==> src/hdl/interrupt_controller_two_context_defines.svh <==
// Assertion helpers shared by the controller and the datapath.
// Each macro expects signals named clock and reset in the module that uses it.
`ifndef INTERRUPT_CONTROLLER_TWO_CONTEXT_DEFINES_SVH
`define INTERRUPT_CONTROLLER_TWO_CONTEXT_DEFINES_SVH

// Same-cycle implication.
`define ICTC_ASSERT_IMP(label, ante, cons, msg) \
   label: assert property (@(posedge clock) disable iff (reset) (ante) |-> (cons)) \
      else $error(msg);

// Next-cycle implication.
`define ICTC_ASSERT_NXT(label, ante, cons, msg) \
   label: assert property (@(posedge clock) disable iff (reset) (ante) |=> (cons)) \
      else $error(msg);

`endif

==> src/hdl/ictc_pkg.sv <==
`timescale 1ns / 1ps
package ictc_pkg;

   localparam int SRC_W       = 5;
   localparam int NUM_SLOTS   = 32;
   localparam int PRIO_W      = 3;
   localparam int OFF_W       = 22;
   localparam int DATA_W      = 32;
   localparam int OWNER_W     = 2;
   localparam int SOURCES_DEF = 31;

   // Register map, byte offsets
   localparam logic [OFF_W-1:0] PENDING_OFF  = 22'h001000;
   localparam logic [OFF_W-1:0] M_ENABLE_OFF = 22'h002000;
   localparam logic [OFF_W-1:0] S_ENABLE_OFF = 22'h002080;
   localparam logic [OFF_W-1:0] M_THRESH_OFF = 22'h200000;
   localparam logic [OFF_W-1:0] S_THRESH_OFF = 22'h201000;
   localparam logic [OFF_W-1:0] M_CLAIM_OFF  = 22'h200004;
   localparam logic [OFF_W-1:0] S_CLAIM_OFF  = 22'h201004;

   typedef enum logic [1:0] {
      CMD_READ  = 2'd0,
      CMD_WRITE = 2'd1,
      CMD_LEVEL = 2'd2
   } command_type;

   typedef enum logic [OWNER_W-1:0] {
      OWNER_NONE = 2'd0,
      OWNER_M    = 2'd1,
      OWNER_S    = 2'd2
   } owner_type;

   typedef enum logic [2:0] {
      ST_IDLE,
      ST_PRESCAN,
      ST_EXEC,
      ST_SCAN,
      ST_EMIT
   } state_type;

   typedef struct packed {
      logic accept;
      logic scan_clear;
      logic scan_step;
      logic exec;
      logic load_out;
   } ctl_cmd_type;

   typedef struct packed {
      logic claim_read;
      logic scan_last;
   } dp_stat_type;

endpackage

==> src/hdl/interrupt_controller_two_context.sv <==
`timescale 1ns / 1ps
// Interrupt controller for one hart with a machine and a supervisor context.
// Request channel (req_*): one beat is a register read, a register write or a
// level change of one source. Result channel (rsp_*): exactly one beat per
// request, carrying read data, the access error flag and both interrupt lines
// as they stand after the request.
// A beat moves when valid is high and stall is low on that channel.
// An accepted request first walks the sources to pick the winner, but only
// for a read of a claim register; it then executes, a second walk over the
// sources updates both interrupt lines, and the result then enters the output
// register. Each walk looks at one source per cycle through the single
// priority read port. One request is in work at a time; req_stall is high
// from acceptance until its result enters the output register.
// Synchronous reset clears all priorities, pending, level and claim state, the
// enables and thresholds, and drops rsp_valid.
// While the receiver stalls, the result beat holds in the output register; the
// next request may be accepted meanwhile but its result waits behind it.
module interrupt_controller_two_context #(
   parameter int SOURCES = ictc_pkg::SOURCES_DEF
) (
   input  logic                        clock,
   input  logic                        reset,
   input  logic                        req_valid,
   output logic                        req_stall,
   input  logic [1:0]                  req_command,
   input  logic [ictc_pkg::OFF_W-1:0]  req_offset,
   input  logic                        req_word_access,
   input  logic [ictc_pkg::DATA_W-1:0] req_write_data,
   input  logic [ictc_pkg::SRC_W-1:0]  req_source_id,
   input  logic                        req_source_level,
   output logic                        rsp_valid,
   input  logic                        rsp_stall,
   output logic [ictc_pkg::DATA_W-1:0] rsp_read_data,
   output logic                        rsp_access_error,
   output logic                        rsp_machine_irq,
   output logic                        rsp_supervisor_irq
);

   ictc_pkg::ctl_cmd_type ctl_cmd;
   ictc_pkg::dp_stat_type dp_stat;

   ictc_ctl u_ctl (
      .clock     (clock),
      .reset     (reset),
      .req_valid (req_valid),
      .req_stall (req_stall),
      .rsp_valid (rsp_valid),
      .rsp_stall (rsp_stall),
      .ctl_cmd   (ctl_cmd),
      .dp_stat   (dp_stat)
   );

   ictc_dp #(
      .SOURCES (SOURCES)
   ) u_dp (
      .clock              (clock),
      .reset              (reset),
      .ctl_cmd            (ctl_cmd),
      .dp_stat            (dp_stat),
      .req_command        (req_command),
      .req_offset         (req_offset),
      .req_word_access    (req_word_access),
      .req_write_data     (req_write_data),
      .req_source_id      (req_source_id),
      .req_source_level   (req_source_level),
      .rsp_read_data      (rsp_read_data),
      .rsp_access_error   (rsp_access_error),
      .rsp_machine_irq    (rsp_machine_irq),
      .rsp_supervisor_irq (rsp_supervisor_irq)
   );

endmodule

==> src/hdl/ictc_ctl.sv <==
`timescale 1ns / 1ps
`include "interrupt_controller_two_context_defines.svh"
module ictc_ctl (
   input  logic                 clock,
   input  logic                 reset,
   input  logic                 req_valid,
   output logic                 req_stall,
   output logic                 rsp_valid,
   input  logic                 rsp_stall,
   output ictc_pkg::ctl_cmd_type ctl_cmd,
   input  ictc_pkg::dp_stat_type dp_stat
);

   ictc_pkg::state_type state_ff, state_in;
   logic                rsp_valid_ff, rsp_valid_in;

   always_ff @(posedge clock) begin
      if (reset) begin
         state_ff     <= ictc_pkg::ST_IDLE;
         rsp_valid_ff <= 1'b0;
      end else begin
         state_ff     <= state_in;
         rsp_valid_ff <= rsp_valid_in;
      end
   end

   always_comb begin
      state_in = state_ff;
      ctl_cmd  = '0;
      unique case (state_ff)
         ictc_pkg::ST_IDLE: begin
            if (req_valid) begin
               ctl_cmd.accept     = 1'b1;
               ctl_cmd.scan_clear = 1'b1;
               state_in           = ictc_pkg::ST_PRESCAN;
            end
         end
         ictc_pkg::ST_PRESCAN: begin
            // only a claim read needs the selection before it executes
            if (!dp_stat.claim_read) begin
               state_in = ictc_pkg::ST_EXEC;
            end else begin
               ctl_cmd.scan_step = 1'b1;
               if (dp_stat.scan_last) state_in = ictc_pkg::ST_EXEC;
            end
         end
         ictc_pkg::ST_EXEC: begin
            ctl_cmd.exec       = 1'b1;
            ctl_cmd.scan_clear = 1'b1;
            state_in           = ictc_pkg::ST_SCAN;
         end
         ictc_pkg::ST_SCAN: begin
            ctl_cmd.scan_step = 1'b1;
            if (dp_stat.scan_last) state_in = ictc_pkg::ST_EMIT;
         end
         ictc_pkg::ST_EMIT: begin
            if (!rsp_valid_ff || !rsp_stall) begin
               ctl_cmd.load_out = 1'b1;
               state_in         = ictc_pkg::ST_IDLE;
            end
         end
         default: state_in = ictc_pkg::ST_IDLE;
      endcase
   end

   always_comb begin
      if (ctl_cmd.load_out) rsp_valid_in = 1'b1;
      else if (!rsp_stall)  rsp_valid_in = 1'b0;
      else                  rsp_valid_in = rsp_valid_ff;
   end

   assign req_stall = (state_ff != ictc_pkg::ST_IDLE);
   assign rsp_valid = rsp_valid_ff;

   `ICTC_ASSERT_NXT(a_load_shows_beat, ctl_cmd.load_out, rsp_valid_ff, "result beat not presented")
   `ICTC_ASSERT_NXT(a_scan_runs_out,
      (state_ff == ictc_pkg::ST_SCAN) && !dp_stat.scan_last,
      state_ff == ictc_pkg::ST_SCAN, "scan left early")
   `ICTC_ASSERT_NXT(a_accept_holds_off, ctl_cmd.accept, req_stall, "input not held off")

endmodule

==> src/hdl/ictc_dp.sv <==
`timescale 1ns / 1ps
`include "interrupt_controller_two_context_defines.svh"
module ictc_dp #(
   parameter int SOURCES = ictc_pkg::SOURCES_DEF
) (
   input  logic                              clock,
   input  logic                              reset,
   input  ictc_pkg::ctl_cmd_type             ctl_cmd,
   output ictc_pkg::dp_stat_type             dp_stat,
   input  logic [1:0]                        req_command,
   input  logic [ictc_pkg::OFF_W-1:0]        req_offset,
   input  logic                              req_word_access,
   input  logic [ictc_pkg::DATA_W-1:0]       req_write_data,
   input  logic [ictc_pkg::SRC_W-1:0]        req_source_id,
   input  logic                              req_source_level,
   output logic [ictc_pkg::DATA_W-1:0]       rsp_read_data,
   output logic                              rsp_access_error,
   output logic                              rsp_machine_irq,
   output logic                              rsp_supervisor_irq
);

   localparam int SRC_W   = ictc_pkg::SRC_W;
   localparam int PRIO_W  = ictc_pkg::PRIO_W;
   localparam int DATA_W  = ictc_pkg::DATA_W;
   localparam int OFF_W   = ictc_pkg::OFF_W;
   localparam int NSLOT   = ictc_pkg::NUM_SLOTS;
   localparam int PRIO_HI = SRC_W + 2;
   localparam logic [SRC_W-1:0] LAST_SRC = SRC_W'(SOURCES);

   // latched request beat
   logic [1:0]        op_ff;
   logic [OFF_W-1:0]  off_ff;
   logic              word_ff;
   logic [DATA_W-1:0] data_ff;
   logic [SRC_W-1:0]  src_ff;
   logic              lvl_ff;

   // controller state
   logic [PRIO_W-1:0]           prio_ff [NSLOT];
   logic [NSLOT-1:0]            pending_ff;
   logic [NSLOT-1:0]            level_ff;
   ictc_pkg::owner_type         owner_ff [NSLOT];
   logic [DATA_W-1:0]           enable_ff [2];
   logic [PRIO_W-1:0]           thr_ff [2];

   // selection scan
   logic [SRC_W-1:0]  idx_ff;
   logic [1:0]        found_ff;
   logic [SRC_W-1:0]  best_id_ff [2];
   logic [PRIO_W-1:0] best_prio_ff [2];

   // result held until the output register frees
   logic [DATA_W-1:0] res_data_ff;
   logic              res_err_ff;

   logic [DATA_W-1:0] rsp_data_ff;
   logic              rsp_err_ff, rsp_mirq_ff, rsp_sirq_ff;

   // decode
   logic              bad, is_rw, prio_hit, claim_hit, ctx_s, compl_ok, src_ok;
   logic [SRC_W-1:0]  compl_id, sel_idx;
   logic [PRIO_W-1:0] sel_prio;
   ictc_pkg::owner_type sel_owner, ctx_owner;
   logic              sel_pend, sel_level;
   logic [1:0]        take;

   // exec effects
   logic [DATA_W-1:0] rdata_c;
   logic              err_c;
   logic              prio_we, pend_we, pend_wd, level_we, owner_we;
   ictc_pkg::owner_type owner_wd;
   logic [1:0]        en_we, thr_we;

   assign bad   = !word_ff || (off_ff[1:0] != 2'b00);
   assign is_rw = (op_ff == ictc_pkg::CMD_READ) || (op_ff == ictc_pkg::CMD_WRITE);
   assign prio_hit = (off_ff[OFF_W-1:PRIO_HI] == '0) && (off_ff[PRIO_HI-1:2] != '0)
                     && (off_ff[PRIO_HI-1:2] <= LAST_SRC);
   assign claim_hit = (off_ff == ictc_pkg::M_CLAIM_OFF) || (off_ff == ictc_pkg::S_CLAIM_OFF);
   assign ctx_s     = (off_ff == ictc_pkg::S_CLAIM_OFF);
   assign ctx_owner = ctx_s ? ictc_pkg::OWNER_S : ictc_pkg::OWNER_M;
   assign compl_id  = data_ff[SRC_W-1:0];
   assign compl_ok  = (data_ff[DATA_W-1:SRC_W] == '0) && (compl_id != '0)
                      && (compl_id <= LAST_SRC);
   assign src_ok    = (src_ff != '0) && (src_ff <= LAST_SRC);

   assign dp_stat.claim_read = (op_ff == ictc_pkg::CMD_READ) && !bad && claim_hit;
   assign dp_stat.scan_last  = (idx_ff == LAST_SRC);

   // one source slot is looked at per cycle
   always_comb begin
      if (!ctl_cmd.exec)                     sel_idx = idx_ff;
      else if (op_ff == ictc_pkg::CMD_LEVEL) sel_idx = src_ff;
      else if (claim_hit && op_ff == ictc_pkg::CMD_READ)
         sel_idx = best_id_ff[ctx_s];
      else if (claim_hit)                    sel_idx = compl_id;
      else                                   sel_idx = off_ff[PRIO_HI-1:2];
   end

   assign sel_prio  = prio_ff[sel_idx];
   assign sel_owner = owner_ff[sel_idx];
   assign sel_pend  = pending_ff[sel_idx];
   assign sel_level = level_ff[sel_idx];

   always_comb begin
      for (int c = 0; c < 2; c++) begin
         take[c] = sel_pend && (sel_owner == ictc_pkg::OWNER_NONE)
                   && enable_ff[c][idx_ff] && (sel_prio > thr_ff[c])
                   && (!found_ff[c] || (sel_prio > best_prio_ff[c]));
      end
   end

   always_comb begin
      rdata_c  = '0;
      err_c    = 1'b0;
      prio_we  = 1'b0;
      pend_we  = 1'b0;
      pend_wd  = 1'b0;
      level_we = 1'b0;
      owner_we = 1'b0;
      owner_wd = ictc_pkg::OWNER_NONE;
      en_we    = '0;
      thr_we   = '0;
      if (is_rw && bad) begin
         err_c = 1'b1;
      end else if (op_ff == ictc_pkg::CMD_READ) begin
         if (prio_hit)
            rdata_c = {{(DATA_W-PRIO_W){1'b0}}, sel_prio};
         else if (off_ff == ictc_pkg::PENDING_OFF)
            rdata_c = pending_ff;
         else if (off_ff == ictc_pkg::M_ENABLE_OFF)
            rdata_c = enable_ff[0];
         else if (off_ff == ictc_pkg::S_ENABLE_OFF)
            rdata_c = enable_ff[1];
         else if (off_ff == ictc_pkg::M_THRESH_OFF)
            rdata_c = {{(DATA_W-PRIO_W){1'b0}}, thr_ff[0]};
         else if (off_ff == ictc_pkg::S_THRESH_OFF)
            rdata_c = {{(DATA_W-PRIO_W){1'b0}}, thr_ff[1]};
         else if (claim_hit && found_ff[ctx_s]) begin
            rdata_c  = {{(DATA_W-SRC_W){1'b0}}, best_id_ff[ctx_s]};
            pend_we  = 1'b1;
            owner_we = 1'b1;
            owner_wd = ctx_owner;
         end
      end else if (op_ff == ictc_pkg::CMD_WRITE) begin
         if (prio_hit)
            prio_we = 1'b1;
         else if (off_ff == ictc_pkg::M_ENABLE_OFF)
            en_we[0] = 1'b1;
         else if (off_ff == ictc_pkg::S_ENABLE_OFF)
            en_we[1] = 1'b1;
         else if (off_ff == ictc_pkg::M_THRESH_OFF)
            thr_we[0] = 1'b1;
         else if (off_ff == ictc_pkg::S_THRESH_OFF)
            thr_we[1] = 1'b1;
         else if (claim_hit && compl_ok && sel_owner == ctx_owner) begin
            // release and re-latch the level
            owner_we = 1'b1;
            pend_we  = 1'b1;
            pend_wd  = sel_level;
         end
      end else if (op_ff == ictc_pkg::CMD_LEVEL && src_ok) begin
         level_we = 1'b1;
         if (lvl_ff && sel_owner == ictc_pkg::OWNER_NONE) begin
            pend_we = 1'b1;
            pend_wd = 1'b1;
         end
      end
   end

   // payload registers
   always_ff @(posedge clock) begin
      if (ctl_cmd.accept) begin
         op_ff   <= req_command;
         off_ff  <= req_offset;
         word_ff <= req_word_access;
         data_ff <= req_write_data;
         src_ff  <= req_source_id;
         lvl_ff  <= req_source_level;
      end
      if (ctl_cmd.exec) begin
         res_data_ff <= rdata_c;
         res_err_ff  <= err_c;
      end
      if (ctl_cmd.load_out) begin
         rsp_data_ff <= res_data_ff;
         rsp_err_ff  <= res_err_ff;
         rsp_mirq_ff <= found_ff[0];
         rsp_sirq_ff <= found_ff[1];
      end
      if (ctl_cmd.scan_step) begin
         for (int c = 0; c < 2; c++) begin
            if (take[c]) begin
               best_id_ff[c]   <= idx_ff;
               best_prio_ff[c] <= sel_prio;
            end
         end
      end
   end

   always_ff @(posedge clock) begin
      if (reset) begin
         for (int i = 0; i < NSLOT; i++) begin
            prio_ff[i]  <= '0;
            owner_ff[i] <= ictc_pkg::OWNER_NONE;
         end
         pending_ff <= '0;
         level_ff   <= '0;
         enable_ff[0] <= '0;
         enable_ff[1] <= '0;
         thr_ff[0]  <= '0;
         thr_ff[1]  <= '0;
         idx_ff     <= '0;
         found_ff   <= '0;
      end else begin
         if (ctl_cmd.exec) begin
            if (prio_we)  prio_ff[sel_idx]    <= data_ff[PRIO_W-1:0];
            if (pend_we)  pending_ff[sel_idx] <= pend_wd;
            if (level_we) level_ff[sel_idx]   <= lvl_ff;
            if (owner_we) owner_ff[sel_idx]   <= owner_wd;
            for (int c = 0; c < 2; c++) begin
               if (en_we[c])  enable_ff[c] <= {data_ff[DATA_W-1:1], 1'b0};
               if (thr_we[c]) thr_ff[c]    <= data_ff[PRIO_W-1:0];
            end
         end
         if (ctl_cmd.scan_clear) begin
            idx_ff   <= SRC_W'(1);
            found_ff <= '0;
         end else if (ctl_cmd.scan_step) begin
            idx_ff   <= idx_ff + SRC_W'(1);
            found_ff <= found_ff | take;
         end
      end
   end

   assign rsp_read_data      = rsp_data_ff;
   assign rsp_access_error   = rsp_err_ff;
   assign rsp_machine_irq    = rsp_mirq_ff;
   assign rsp_supervisor_irq = rsp_sirq_ff;

   logic [NSLOT-1:0] claimed;
   always_comb begin
      for (int i = 0; i < NSLOT; i++) claimed[i] = (owner_ff[i] != ictc_pkg::OWNER_NONE);
   end

   `ICTC_ASSERT_IMP(a_pend_not_claimed, 1'b1, (pending_ff & claimed) == '0,
      "source both pending and claimed")
   `ICTC_ASSERT_IMP(a_slot0_idle, 1'b1, !pending_ff[0] && !claimed[0],
      "source zero became active")
   `ICTC_ASSERT_NXT(a_scan_restart, ctl_cmd.scan_clear, idx_ff == SRC_W'(1) && found_ff == '0,
      "scan did not restart")

endmodule

==> config.mk <==
export PLATFORM = sky130hd
export DESIGN_NAME = interrupt_controller_two_context
export DESIGN_NICKNAME = d
export VERILOG_FILES = /design/src/hdl/ictc_pkg.sv /design/src/hdl/interrupt_controller_two_context.sv /design/src/hdl/ictc_ctl.sv /design/src/hdl/ictc_dp.sv
export VERILOG_INCLUDE_DIRS = /design/src /design/src/hdl
export SDC_FILE = /design/constraint.sdc
export NUM_CORES = 1
export LEC_CHECK = 0
export BUFFER_PORTS_ARGS = -buffer_cell sky130_fd_sc_hd__buf_2
export CAP_MARGIN = 20
export CORE_ASPECT_RATIO = 0.8
export CORE_MARGIN = 2
export CORE_UTILIZATION = 50
export CTS_BUF_LIST = sky130_fd_sc_hd__clkbuf_4
export CTS_CLUSTER_SIZE = 30
export DETAILED_ROUTE_END_ITERATION = 8
export MAX_ROUTING_LAYER = met4
export PLACE_DENSITY = 0.72
export SLEW_MARGIN = 20
export SYNTH_ARGS = -nofsm -noshare
export SYNTH_HDL_FRONTEND = slang
export SYNTH_SLANG_ARGS = --single-unit
==> constraint.sdc <==
create_clock -name clock -period 6.85 [get_ports clock]
set_clock_uncertainty 0.2 [all_clocks]
set_input_delay 1.0275 -clock clock [delete_from_list [all_inputs] [get_ports clock]]
set_output_delay 1.0275 -clock clock [all_outputs]
set_load 0.01 [all_outputs]
# Yosys cells after proc, flatten, opt, wreduce, memory -nomap -nowiden

Memory sizes are Yosys's and may differ from the RTL's.
Index checks and enable logic that the tools add are counted.

Word-level logic and storage cells: 267
Bits in registers: 206
Memory bits (writable): 244
Memories: 6

Magnitude comparators: 11
Multiplexer cells: 150
Bitwise gates (word level): 6
Add/subtract/negate cells: 1
Reductions and logical operators: 53
Equality and inequality tests: 20

Memories:

| name              | depth | bits a word | rd ports | clocked after memory_dff | wr ports | line          | source |
|---|---|---|---|---|---|---|---|
| u_dp.prio_ff      | 32    | 3           | 1        | 0                        | 32       | ictc_dp.sv:39 | `logic [PRIO_W-1:0] prio_ff [NSLOT];` |
| u_dp.owner_ff     | 32    | 2           | 1        | 0                        | 32       | ictc_dp.sv:42 | `ictc_pkg::owner_type owner_ff [NSLOT];` |
| u_dp.enable_ff    | 2     | 31          | 2        | 0                        | 2        | ictc_dp.sv:43 | `logic [DATA_W-1:0] enable_ff [2];` |
| u_dp.best_id_ff   | 2     | 5           | 1        | 0                        | 2        | ictc_dp.sv:49 | `logic [SRC_W-1:0] best_id_ff [2];` |
| u_dp.best_prio_ff | 2     | 3           | 2        | 0                        | 2        | ictc_dp.sv:50 | `logic [PRIO_W-1:0] best_prio_ff [2];` |
| u_dp.thr_ff       | 2     | 3           | 2        | 0                        | 2        | ictc_dp.sv:44 | `logic [PRIO_W-1:0] thr_ff [2];` |

Operators with widths:

| operator                                                              | number |
|---|---|
| 32-bit 2-to-1 mux                                                     | 5 |
| 1-bit 2-to-1 mux                                                      | 95 |
| 22-bit == test (second input constant)                                | 4 |
| 32-bit bitwise mux                                                    | 2 |
| 31-bit 2-to-1 mux                                                     | 2 |
| 22-bit by 14-bit == test with 1-bit output (second input constant)    | 2 |
| 2-bit 2-to-1 mux                                                      | 22 |
| 5-bit 2-to-1 mux                                                      | 7 |
| 27-bit zero test                                                      | 1 |
| 3-bit 2-to-1 mux                                                      | 9 |
| 22-bit by 13-bit == test with 1-bit output (second input constant)    | 1 |
| 1-bit logical AND                                                     | 22 |
| 1-bit binary-select mux with 5-bit select                             | 4 |
| 5-bit <= comparator (second input constant)                           | 3 |
| 15-bit zero test                                                      | 1 |
| 3-bit case mux with 5 select lines                                    | 1 |
| 5-bit nonzero test                                                    | 3 |
| 3-bit > comparator                                                    | 4 |
| 5-bit by 6-bit < comparator with 1-bit output (second input constant) | 2 |
| 3-bit by 2-bit == test with 1-bit output (second input constant)      | 2 |
| 1-bit zero test                                                       | 6 |
| 1-bit logical OR                                                      | 6 |
| 2-bit OR reduction                                                    | 3 |
| 3-bit OR reduction                                                    | 2 |
| 23 further kinds                                                      | 32 |

# Depth between registers and ports, before layout

Gate-level depths: netlist of the first run.
An unclocked memory read counts as a cell.

Word-level depth: 24
Gate-level depth with buffers: 24
Depth with buffers taken out: 17

# By module

A second synthesis of the first run with hierarchy kept.

Cell total of the unflattened synthesis: 1930
Area, all modules: 21928.5 um2

Modules (own cells, without submodules):

| module   | sequential area each (um2) | instances | area an instance (um2) | cells an instance |
|---|---|---|---|---|
| ictc_dp  | 12682.2                    | 1         | 21697.1                | 1902 |
| ictc_ctl | 80.1                       | 1         | 231.5                  | 28 |

# Least setup slack after synthesis of the first run

No wires, ideal clock.

Path type: flip-flop to flip-flop
Start point: reg u_ctl.state_ff[2]
End point: mem u_dp.best_id_ff[0][0] (enable)
Setup time: 375 ps
Period minus slack after synthesis: 5760 ps
Arrival time: 5184 ps
Setup slack: 1090 ps
Path buffers: 8
Stages on the path, launching flop included: 22
Data required time: 6275 ps
Path through: dfxtp_1 -> clkbuf_1 -> or3b_1 -> clkbuf_1 -> inv_1 -> nor2_1 -> nor2_1 -> a31o_1 -> buf_6 -> buf_2 -> buf_2 -> buf_2 -> buf_2 -> buf_2 -> nand2_1 -> a311oi_1 -> a31oi_1 -> o21ai_0 -> ha_1 -> a311oi_1 -> nand2_1 -> a21oi_1

RTL lines:

| element                | line           | source |
|---|---|---|
| start, declared        | ictc_ctl.sv:14 | `ictc_pkg::state_type state_ff, state_in;` |
| start signal, assigned | ictc_ctl.sv:19 | `state_ff <= ictc_pkg::ST_IDLE;` |
| start signal, assigned | ictc_ctl.sv:22 | `state_ff <= state_in;` |
| end, declared          | ictc_dp.sv:49  |  |

==> results of run 1 <==
==> layout make-up <==
| cell class | instances | area, µm² |
|---|---|---|
| fillers | 3371 | 17500 |
| flip-flops and latches | 450 | 12800 |
| multi-input cells | 1291 | 7350 |
| clock buffers | 169 | 1270 |
| repair buffers | 154 | 938 |
| well taps | 544 | 681 |
| clock inverters | 28 | 163 |
| inverters | 20 | 75.1 |
| diodes | 4 | 10.0 |
==> sequential cells by signal, summed over array words and instances (netlist names), 22 cells and up <==
register            count
u_dp.enable_ff         62
u_dp.res_data_ff       32
u_dp.data_ff           32
u_dp.level_ff          32
u_dp.pending_ff        32
u_dp.owner_ff          64
u_dp.off_ff            22
u_dp.rsp_read_data     32
u_dp.prio_ff           96
==> final timing paths <==
| path | start | slack, ns | cells past startpoint | end |
|---|---|---|---|---|
| worst max-delay path | u_ctl.state_ff[1] | 0.96 | 14 | u_dp.owner_ff[17][0] |
| worst min register to register | u_dp.res_data_ff[25] | 0.21 | 0 | u_dp.rsp_read_data[25] |
| worst max register to register | u_ctl.state_ff[1] | 0.96 | 14 | u_dp.owner_ff[17][0] |
| worst min-delay path | req_write_data[23] | 0.17 | 1 | u_dp.data_ff[23] |
==> worst reg2reg max path, cell delays in order (launching register included) <==
cell	delay, ns
dfxtp_1	0.45
or3b_1	0.68
inv_1	0.49
nor2_1	0.09
nor2_1	0.25
a31o_2	0.79
buf_12	0.35
a31oi_1	0.13
o311ai_1	0.52
a221o_1	0.41
nor4b_1	0.34
or3_1	0.17
and2_1	0.12
buf_4	0.39
a21o_1	0.23
==> kinds of logic (layout without fill, tap and decap cells) <==
| kind of cell | count (synthesis) | after routing |
|---|---|---|
| buffers and inverters | 158 | 371 |
| AOI/OAI and AO/OA | 332 | 332 |
| muxes | 68 | 68 |
| xor gates and xnor gates | 3 | 3 |
| and+or+nand+nor | 871 | 871 |
| adders and majority gates | 14 | 14 |
| DFF | 450 | 450 |
| other | 1 | 7 |
==> synthesized netlist by cell type (all sizes together), types with 3 or more instances <==
| cell | instances |
|---|---|
| a31o | 3 |
| mux4 | 18 |
| nor4 | 16 |
| o22ai | 5 |
| edfxtp | 375 |
| and3 | 49 |
| a21o | 33 |
| a31oi | 58 |
| nand4 | 9 |
| a211oi | 26 |
| o21ai | 44 |
| and2 | 36 |
| o32ai | 3 |
| nand2 | 334 |
| inv | 20 |
| nor2b | 6 |
| or2 | 3 |
| or3 | 7 |
| o221ai | 3 |
| nor3 | 39 |
| o221a | 3 |
| nor2 | 261 |
| dfxtp | 75 |
| mux2i | 17 |
| buf | 32 |
| clkbuf | 106 |
| a311oi | 13 |
| a221oi | 4 |
| mux2 | 33 |
| nand2b | 3 |
| or4 | 3 |
| nand3 | 97 |
| a22o | 3 |
| a22oi | 28 |
| o31ai | 3 |
| nor4b | 5 |
| o21a | 33 |
| o311ai | 4 |
| ha | 14 |
| a21oi | 56 |
==> power by group <==
group          total (mW)  internal [mW]  switching (mW)
sequential           3.14           3.08          0.0634
clock                2.27           1.19            1.08
combinational       0.844          0.254           0.590
==> cell usage in the layout (no fill, tap or decap), types with 5 or more instances in the layout <==
cell type	n
nand3_1	97
a22oi_1	28
mux2_2	33
o21ai_0	35
nor3_1	39
or3_1	7
a21oi_1	55
a21o_1	33
and3_1	49
mux4_2	18
o22ai_1	5
nor4_1	13
a311oi_1	13
a31oi_1	57
buf_4	49
inv_1	19
buf_2	102
nor2b_1	6
ha_1	14
nand4_1	7
a211oi_1	26
dfxtp_1	75
edfxtp_1	375
o21a_1	33
and2_1	35
clkbuf_4	169
nor2_1	257
mux2i_1	17
o21ai_1	9
clkinv_1	23
nand2_1	332
==> metrics by stage <==
step	utilization (%)	total power [mW]	instance area, µm²
4_1_cts	57.1	6.25	23200
5_1_grt	57.1	6.47	23200
2_1_floorplan	-	3.71	20700
3_3_place_gp	53.6	3.99	21800
3_5_place_dp	53.6	4.01	21800
6_report	57.1	6.26	23200
==> layer usage <==
metal / up-vias / routed length, µm / global-route usage (%)
met1: 7947 / 25200 / 41.1
met3: 179 / 8330 / 8.56
met5: - / 0 / -
met4: 0 / 2300 / 11.7
met2: 1160 / 26300 / 41.6
li1: 7244 / - / -
==> flow_summary.json, run 1 <==
{
  "synth_top_area_share_pct": 54.4,
  "clock_latency_ns": 0.87,
  "crit_buf_inv": 3,
  "crit_top_cell": "nor2_1",
  "clockBufferDepth": 3,
  "totalWireLength_um": 62100,
  "synth_compound_area_share_pct": 10.9,
  "cp_top_family": "compound AO/OA/AOI/OAI gates",
  "grt_max_degree": 93,
  "post-synth-top-area-cell": "edfxtp_1",
  "fin_crit_sh_pct": 86.0,
  "start_kind": "flip-flop",
  "wl_per_cell_um": 23.4,
  "syn2layout_area_growth_pct": 12.3,
  "slew_headroom_pct": 21.8,
  "synthCells": 1897,
  "drt_iter0_drc": 2317,
  "clock.fmax_ghz": 0.170,
  "finalSetupTns_ns": 0,
  "via_per_inst": 6.21,
  "clock-root-buffer": "clkbuf_4",
  "critical_path_arrival_ns": 6.24,
  "avgSynthCellArea_um2": 10.9,
  "die-area_um2": 43100,
  "core_um2": 40700,
  "holdWs_ns": 0.166,
  "leakage_nw": 8.23,
  "die_h_um": 186,
  "finalNetCount": 2105,
  "num_vias": 16500,
  "post-route-drc-count": 0,
  "setup_violations": 0,
  "cts_setup_buffers": 0,
  "overflow": 0,
  "drt_first_pass_iters": 8,
  "ys_top_cells_by_area": "edfxtp_1 54%, dfxtp_1 7.3%, nand2_1 6.1%",
  "tritoncts": "built",
  "cpPeakStageDelay_ns": 0.79,
  "status": "finished clean",
  "clk_pin_slew_worst_paths_ns": 0.07,
  "hpwl_um": 41000,
  "hold_violations": 0,
  "dieWidth_um": 231,
  "cp.required_ns": 7.20,
  "setup_slack_ns": 0.960,
  "rsz0062_at_grt": "false",
  "num_io_pins": 104,
  "yosys.area_share.adder_pct": 0.846,
  "ant_nets": 0,
  "synth-async-reset-ratio_pct": 0,
  "cts-hold-fix-buffers": 0,
  "dp_worst_setup_slack_ns": 0.979,
  "yosys_warnings": 0,
  "grt_pass1_vias": 15800,
  "grt_antenna_before_repair": 2,
  "power_density_nw_per_um2": 269,
  "post_cts_resized": 0,
  "synth_edf_count": 375,
  "track_usage_pct": 29.9,
  "gp_congestion": 0.962,
  "critPathMaxFanout": 46,
  "synth_top_family_by_area": "simple AND/OR/NAND/NOR gates",
  "cts_buffers": 107,
  "rows": 66,
  "yosysUniqueCellTypes": 66,
  "hp-class": "in -> reg",
  "io_buffers": 103,
  "synth_ff_type": "edfxtp_1",
  "htree_levels": 3,
  "netlist_area_um2": 20700,
  "drv_slew": 0,
  "vdd_ir_drop_max_v": 0.000177,
  "critPathKind": "reg -> reg",
  "ys_seq_area_share_pct": 61.7,
  "tightest_slew_ns": 1.17,
  "synth.area.mux_share_pct": 4.58,
  "start_util_pct": 50.8,
  "period_needed_ns": 5.89,
  "yosys.area_share.simple_pct": 18.6,
  "drv_cap": 0,
  "slowest_stage": "a31o_2",
  "synth_xor_area_share_pct": 0.127,
  "end_kind": "flip-flop",
  "crit_chain": "or3b_1 > inv_1 > nor2_1 > nor2_1 > a31o_2 > buf_12 > a31oi_1 > o311ai_1 > a221o_1 > nor4b_1 > or3_1 > and2_1 > buf_4 > a21o_1",
  "place_inst": 2459,
  "grt_pass1_wl_um": 93300,
  "fin_cells": 2660,
  "clock_sinks": 450,
  "drive_gt1_share_pct": 19.3,
  "ys_ff_latch": 450
}
(Power assumes the default switching activity.)
==> inputs of run 2 (changes only) <==
--- a/config.mk
+++ b/config.mk
@@ -16,6 +16,7 @@
 export DETAILED_ROUTE_END_ITERATION = 8
 export MAX_ROUTING_LAYER = met4
 export PLACE_DENSITY = 0.72
+export REMOVE_ABC_BUFFERS = 1
 export SLEW_MARGIN = 20
 export SYNTH_ARGS = -nofsm -noshare
 export SYNTH_HDL_FRONTEND = slang
==> run 2 against run 1 <==
Die area unchanged; sequential share of layout area down 0.077 points; non-clock buffer count is the same; highest routed layer unchanged; combinational power increased by 3.3%; clock power about the same; via count up 1.4%; sequential cell count stayed put; critical path depth up 3; maximum frequency decreased by 4.8%; first-iteration DRC count up 5.1%.
==> flow_summary.json, run 2 (synthesis results as in run 1) <==
{
  "syn2layout_area_growth_pct": 12.5,
  "rsz0062_at_grt": "false",
  "cpPeakStageDelay_ns": 0.68,
  "ant_nets": 0,
  "clock_latency_ns": 0.85,
  "clock.fmax_ghz": 0.162,
  "crit_start": "u_dp.off_ff[3]",
  "finalNetCount": 2109,
  "critical_path_arrival_ns": 6.48,
  "hp-class": "in -> reg",
  "grt_pass1_wl_um": 92700,
  "hpwl_um": 42000,
  "post_cts_resized": 0,
  "grt_antenna_before_repair": 3,
  "worstReg2RegEnd": "u_dp.best_id_ff[0][2]",
  "r2r-start": "u_dp.off_ff[3]",
  "drv_cap": 0,
  "drv_slew": 0,
  "crit_end": "u_dp.best_id_ff[0][2]",
  "post-route-drc-count": 0,
  "final_common_cell": "edfxtp_1",
  "nFillCells": 3476,
  "vdd_ir_drop_max_v": 0.000183,
  "cp.required_ns": 7.15,
  "crit_chain": "or4_4 > nor4b_4 > nand4_2 > and2_2 > buf_4 > nand2_1 > nand3_1 > and3_1 > a31oi_1 > nand4_1 > ha_1 > a21o_1 > a21oi_1 > a311oi_1 > nand2_1 > a21oi_1 > buf_4",
  "slowest_stage": "and2_2",
  "dp_worst_setup_slack_ns": 0.968,
  "start_kind": "flip-flop",
  "place_inst": 2457,
  "die_h_um": 186,
  "clock-root-buffer": "clkbuf_4",
  "status": "finished clean",
  "hold_violations": 0,
  "cts_setup_buffers": 0,
  "critPathKind": "reg -> reg",
  "start_util_pct": 50.8,
  "overflow": 0,
  "r2r_cells": 17,
  "largestRegisters": "u_dp.prio_ff x96, u_dp.owner_ff x64, u_dp.enable_ff x62",
  "largest_reg_flops": 96,
  "gp_congestion": 0.950,
  "grt_pass1_vias": 15600,
  "grt_max_degree": 64,
  "clk_pin_slew_worst_paths_ns": 0.07,
  "multiInputGateArea_um2": 7350,
  "end_kind": "flip-flop",
  "die-area_um2": 43100,
  "clock_sinks": 450,
  "critPathMaxFanout": 35,
  "tightest_slew_ns": 1.22,
  "drt_first_pass_iters": 6,
  "htree_levels": 3,
  "fin_crit_sh_pct": 90.3,
  "power_density_nw_per_um2": 271,
  "num_vias": 16800,
  "rows": 66,
  "totalWireLength_um": 62600,
  "num_io_pins": 104,
  "regArea_um2": 12800,
  "largest-register": "u_dp.prio_ff",
  "drt_iter0_drc": 2435,
  "fin_cells": 2664,
  "dieWidth_um": 231,
  "clockBufferDepth": 3,
  "setup_slack_ns": 0.664,
  "setup_violations": 0,
  "track_usage_pct": 29.7,
  "finalPower_mw": 6.30,
  "holdWs_ns": 0.185,
  "tritoncts": "built",
  "cts-hold-fix-buffers": 0,
  "final_cell_mix": "375 x edfxtp_1, 330 x nand2_1, 258 x nor2_1",
  "slew_headroom_pct": 18.6,
  "wl_per_cell_um": 23.5,
  "leakage_nw": 8.25,
  "drive_gt1_share_pct": 19.3,
  "reg2reg_slack_ns": 0.66,
  "io_buffers": 103,
  "period_needed_ns": 6.19,
  "cts_buffers": 111,
  "core_um2": 40700,
  "via_per_inst": 6.29
}
## run 2: through the flow
step	setup TNS (ns)	area (µm²)	util (%)
global route	0	23300	57.2
finish	0	23300	57.2
CTS	0	23200	57.1
floorplan	-20.21	20100	-
global placement	0	21800	53.5
detailed placement	0	21800	53.5
## run 2: area by class of cell
type,instances,area share [%]
Antenna cell,3,0.0322
Clock buffer,170,5.48
Clock inverter,32,0.758
Inverter,20,0.322
Multi-Input combinational cell,1291,31.6
Sequential cell,450,54.8
Tap cell,544,2.92
Timing Repair Buffer,154,4.08
## run 2: layer usage
layer	global-route usage, %	wire, µm	vias to the layer above
met3	9.60	8690	195
met1	40.7	25100	8068
met2	41.2	26500	1237
met4	11.0	2230	0
met5	-	0	-
li1	-	-	7266
## run 2: critical path, delay by kind of cell, from the launching register on
kind	cells	cell delay (ns)
AOI/OAI and AO/OA	5	0.94
and+or+nand+nor	9	3.29
DFF	1	0.39
buffers and inverters	2	0.52
adders and majority gates	1	0.51
## run 2: how the worst min path moves through the flow
| stage | start | endpoint | slack [ns] | cells past startpoint |
|---|---|---|---|---|
| after floorplan | u_dp.res_err_ff | u_dp.rsp_access_error | 0.20 | 0 |
| after global placement | u_dp.res_data_ff[5] | u_dp.rsp_read_data[5] | 0.20 | 0 |
| after detailed placement | u_dp.res_data_ff[16] | u_dp.rsp_read_data[16] | 0.21 | 0 |
| after CTS | req_source_id[4] | u_dp.src_ff[4] | 0.14 | 1 |
| after global routing | req_source_id[2] | u_dp.src_ff[2] | 0.13 | 1 |
| final | req_source_id[4] | u_dp.src_ff[4] | 0.18 | 1 |
## run 2: report_power, final
part,leakage (nW),internal (mW),switching (mW)
clock network,0.867,1.20,1.09
registers,4.34,3.08,0.0581
logic,3.05,0.258,0.614
total,8.25,4.53,1.76
==> inputs of run 3 (changes only) <==
--- a/config.mk
+++ b/config.mk
@@ -10,12 +10,12 @@
 export CAP_MARGIN = 20
 export CORE_ASPECT_RATIO = 0.8
 export CORE_MARGIN = 2
-export CORE_UTILIZATION = 50
+export CORE_UTILIZATION = 40
 export CTS_BUF_LIST = sky130_fd_sc_hd__clkbuf_4
 export CTS_CLUSTER_SIZE = 30
 export DETAILED_ROUTE_END_ITERATION = 8
 export MAX_ROUTING_LAYER = met4
-export PLACE_DENSITY = 0.72
+export PLACE_DENSITY = 0.61
 export REMOVE_ABC_BUFFERS = 1
 export SLEW_MARGIN = 20
 export SYNTH_ARGS = -nofsm -noshare
==> run 3 against run 2 <==
Clock power rose by 7%; die area increased by 24%; total power grew 2.8%; global-route usage is 4.0 points lower; register-to-register slack better by 0.29 ns; non-clock buffer count is 8 higher; core utilization decreased by 11 points; final cell count rose by 6.0%; routed wire length up 7.4%; via count shrank 0.47%; sequential cell count stayed put; combinational power rose by 1%; critical path type unchanged; largest cell class unchanged.
==> flow_summary.json, run 3 (synthesis results as in run 1) <==
{
  "critPathKind": "reg -> reg",
  "clock.fmax_ghz": 0.170,
  "cp_top_family": "compound AO/OA/AOI/OAI gates",
  "grt_pass1_wl_um": 100000,
  "slowest_stage": "a31oi_4",
  "largest-register": "u_dp.prio_ff",
  "crit_chain": "or4_4 > nor4b_4 > nand4_2 > a31oi_4 > buf_4 > nand2_1 > and3_1 > a311oi_1 > a31oi_1 > o21ai_0 > buf_4 > ha_1 > a311oi_1 > nand2_1 > a21oi_1",
  "clock_latency_ns": 0.92,
  "end_kind": "flip-flop",
  "num_io_pins": 104,
  "die_h_um": 207,
  "cp.required_ns": 7.15,
  "hp-class": "in -> reg",
  "ant_nets": 0,
  "start_util_pct": 40.5,
  "critical_path_arrival_ns": 6.19,
  "status": "finished clean",
  "largestRegisters": "u_dp.prio_ff x96, u_dp.owner_ff x64, u_dp.enable_ff x62",
  "totalWireLength_um": 67200,
  "drive_gt1_share_pct": 19.9,
  "fin_cells": 2823,
  "hpwl_um": 45500,
  "rsz0062_at_grt": "false",
  "post-route-drc-count": 0,
  "drt_first_pass_iters": 6,
  "io_buffers": 103,
  "core_um2": 51100,
  "drv_slew": 0,
  "die-area_um2": 53600,
  "overflow": 0,
  "rows": 74,
  "finalSetupTns_ns": 0,
  "syn2layout_area_growth_pct": 14.0,
  "final_cell_mix": "375 x edfxtp_1, 329 x nand2_1, 258 x nor2_1",
  "num_vias": 16700,
  "finalPower_mw": 6.47,
  "place_inst": 2606,
  "cts-hold-fix-buffers": 0,
  "cpPeakStageDelay_ns": 0.92,
  "finalNetCount": 2117,
  "grt_antenna_before_repair": 3,
  "period_needed_ns": 5.89,
  "gp_congestion": 0.989,
  "hold_violations": 0,
  "start_kind": "flip-flop",
  "grt_max_degree": 64,
  "cts_setup_buffers": 0,
  "fin_util_pct": 46.2,
  "largest_reg_flops": 96,
  "clockBufferDepth": 3,
  "placed_area_um2": 22000,
  "tightest_slew_ns": 1.16,
  "htree_levels": 3,
  "track_usage_pct": 25.7,
  "drv_cap": 0,
  "via_per_inst": 5.91,
  "vdd_ir_drop_max_v": 0.000179,
  "power_density_nw_per_um2": 274,
  "final_area_um2": 23600,
  "leakage_nw": 8.33,
  "post_cts_resized": 0,
  "setup_violations": 0,
  "final_common_cell": "edfxtp_1",
  "tritoncts": "built",
  "crit_buf_inv": 2,
  "slew_headroom_pct": 22.5,
  "cts_buffers": 111,
  "dieWidth_um": 258,
  "clock-root-buffer": "clkbuf_4",
  "critPathMaxFanout": 31,
  "fin_crit_sh_pct": 86.0,
  "clk_pin_slew_worst_paths_ns": 0.07,
  "drt_iter0_drc": 2055,
  "clock_sinks": 450,
  "grt_pass1_vias": 16000,
  "wl_per_cell_um": 23.8
}
run 3: changes by cell type in the layout (fill, tap and decap cells not counted), sizes merged:
cell    before  now
bufinv       2    5
clkbuf     170  169
buf        154  162
clkinv      29   36
diode        3    6
inv         21   20
run 3: worst paths after layout:
path | from | end | slack [ns] | cells past startpoint
min reg2reg | u_dp.res_data_ff[29] | u_dp.rsp_read_data[29] | 0.21 | 0
max | u_dp.off_ff[3] | u_dp.best_id_ff[1][1] | 0.96 | 15
max reg2reg | u_dp.off_ff[3] | u_dp.best_id_ff[1][1] | 0.96 | 15
min | req_write_data[17] | u_dp.data_ff[17] | 0.11 | 1
run 3: routing by layer:
layer	GRT usage (%)	vias to the layer above	part of all wire, %	routed length (µm)
met5	-	-	0	0
met4	8.13	0	3.0	2000
met3	6.64	167	11	7560
met2	36.0	1105	43	28600
met1	36.3	8128	43	29000
li1	-	7288	-	-
run 3: per-stage QoR:
stage               hold slack, ns  setup slack [ns]
detailed placement           0.205              1.10
CTS                         0.0588              1.05
global placement             0.207              1.26
global route                0.0374             0.689
floorplan                    0.200            -0.217
finish                       0.106             0.956
run 3: cell type report:
type | count | area (µm²)
clock buffer | 169 | 1270
inverter | 20 | 75.1
fill | 4831 | 27500
clock inverter | 41 | 300
timing repair buffer | 162 | 961
sequential | 450 | 12800
multi-input combinational | 1291 | 7360
antenna | 6 | 15.0
tap | 684 | 856
run 3: power breakdown:
part / internal (mW) / leakage, nW / switching [mW]
registers: 3.08 / 4.34 / 0.0622
logic: 0.265 / 3.07 / 0.616
clock network: 1.32 / 0.926 / 1.14
total: 4.66 / 8.33 / 1.82
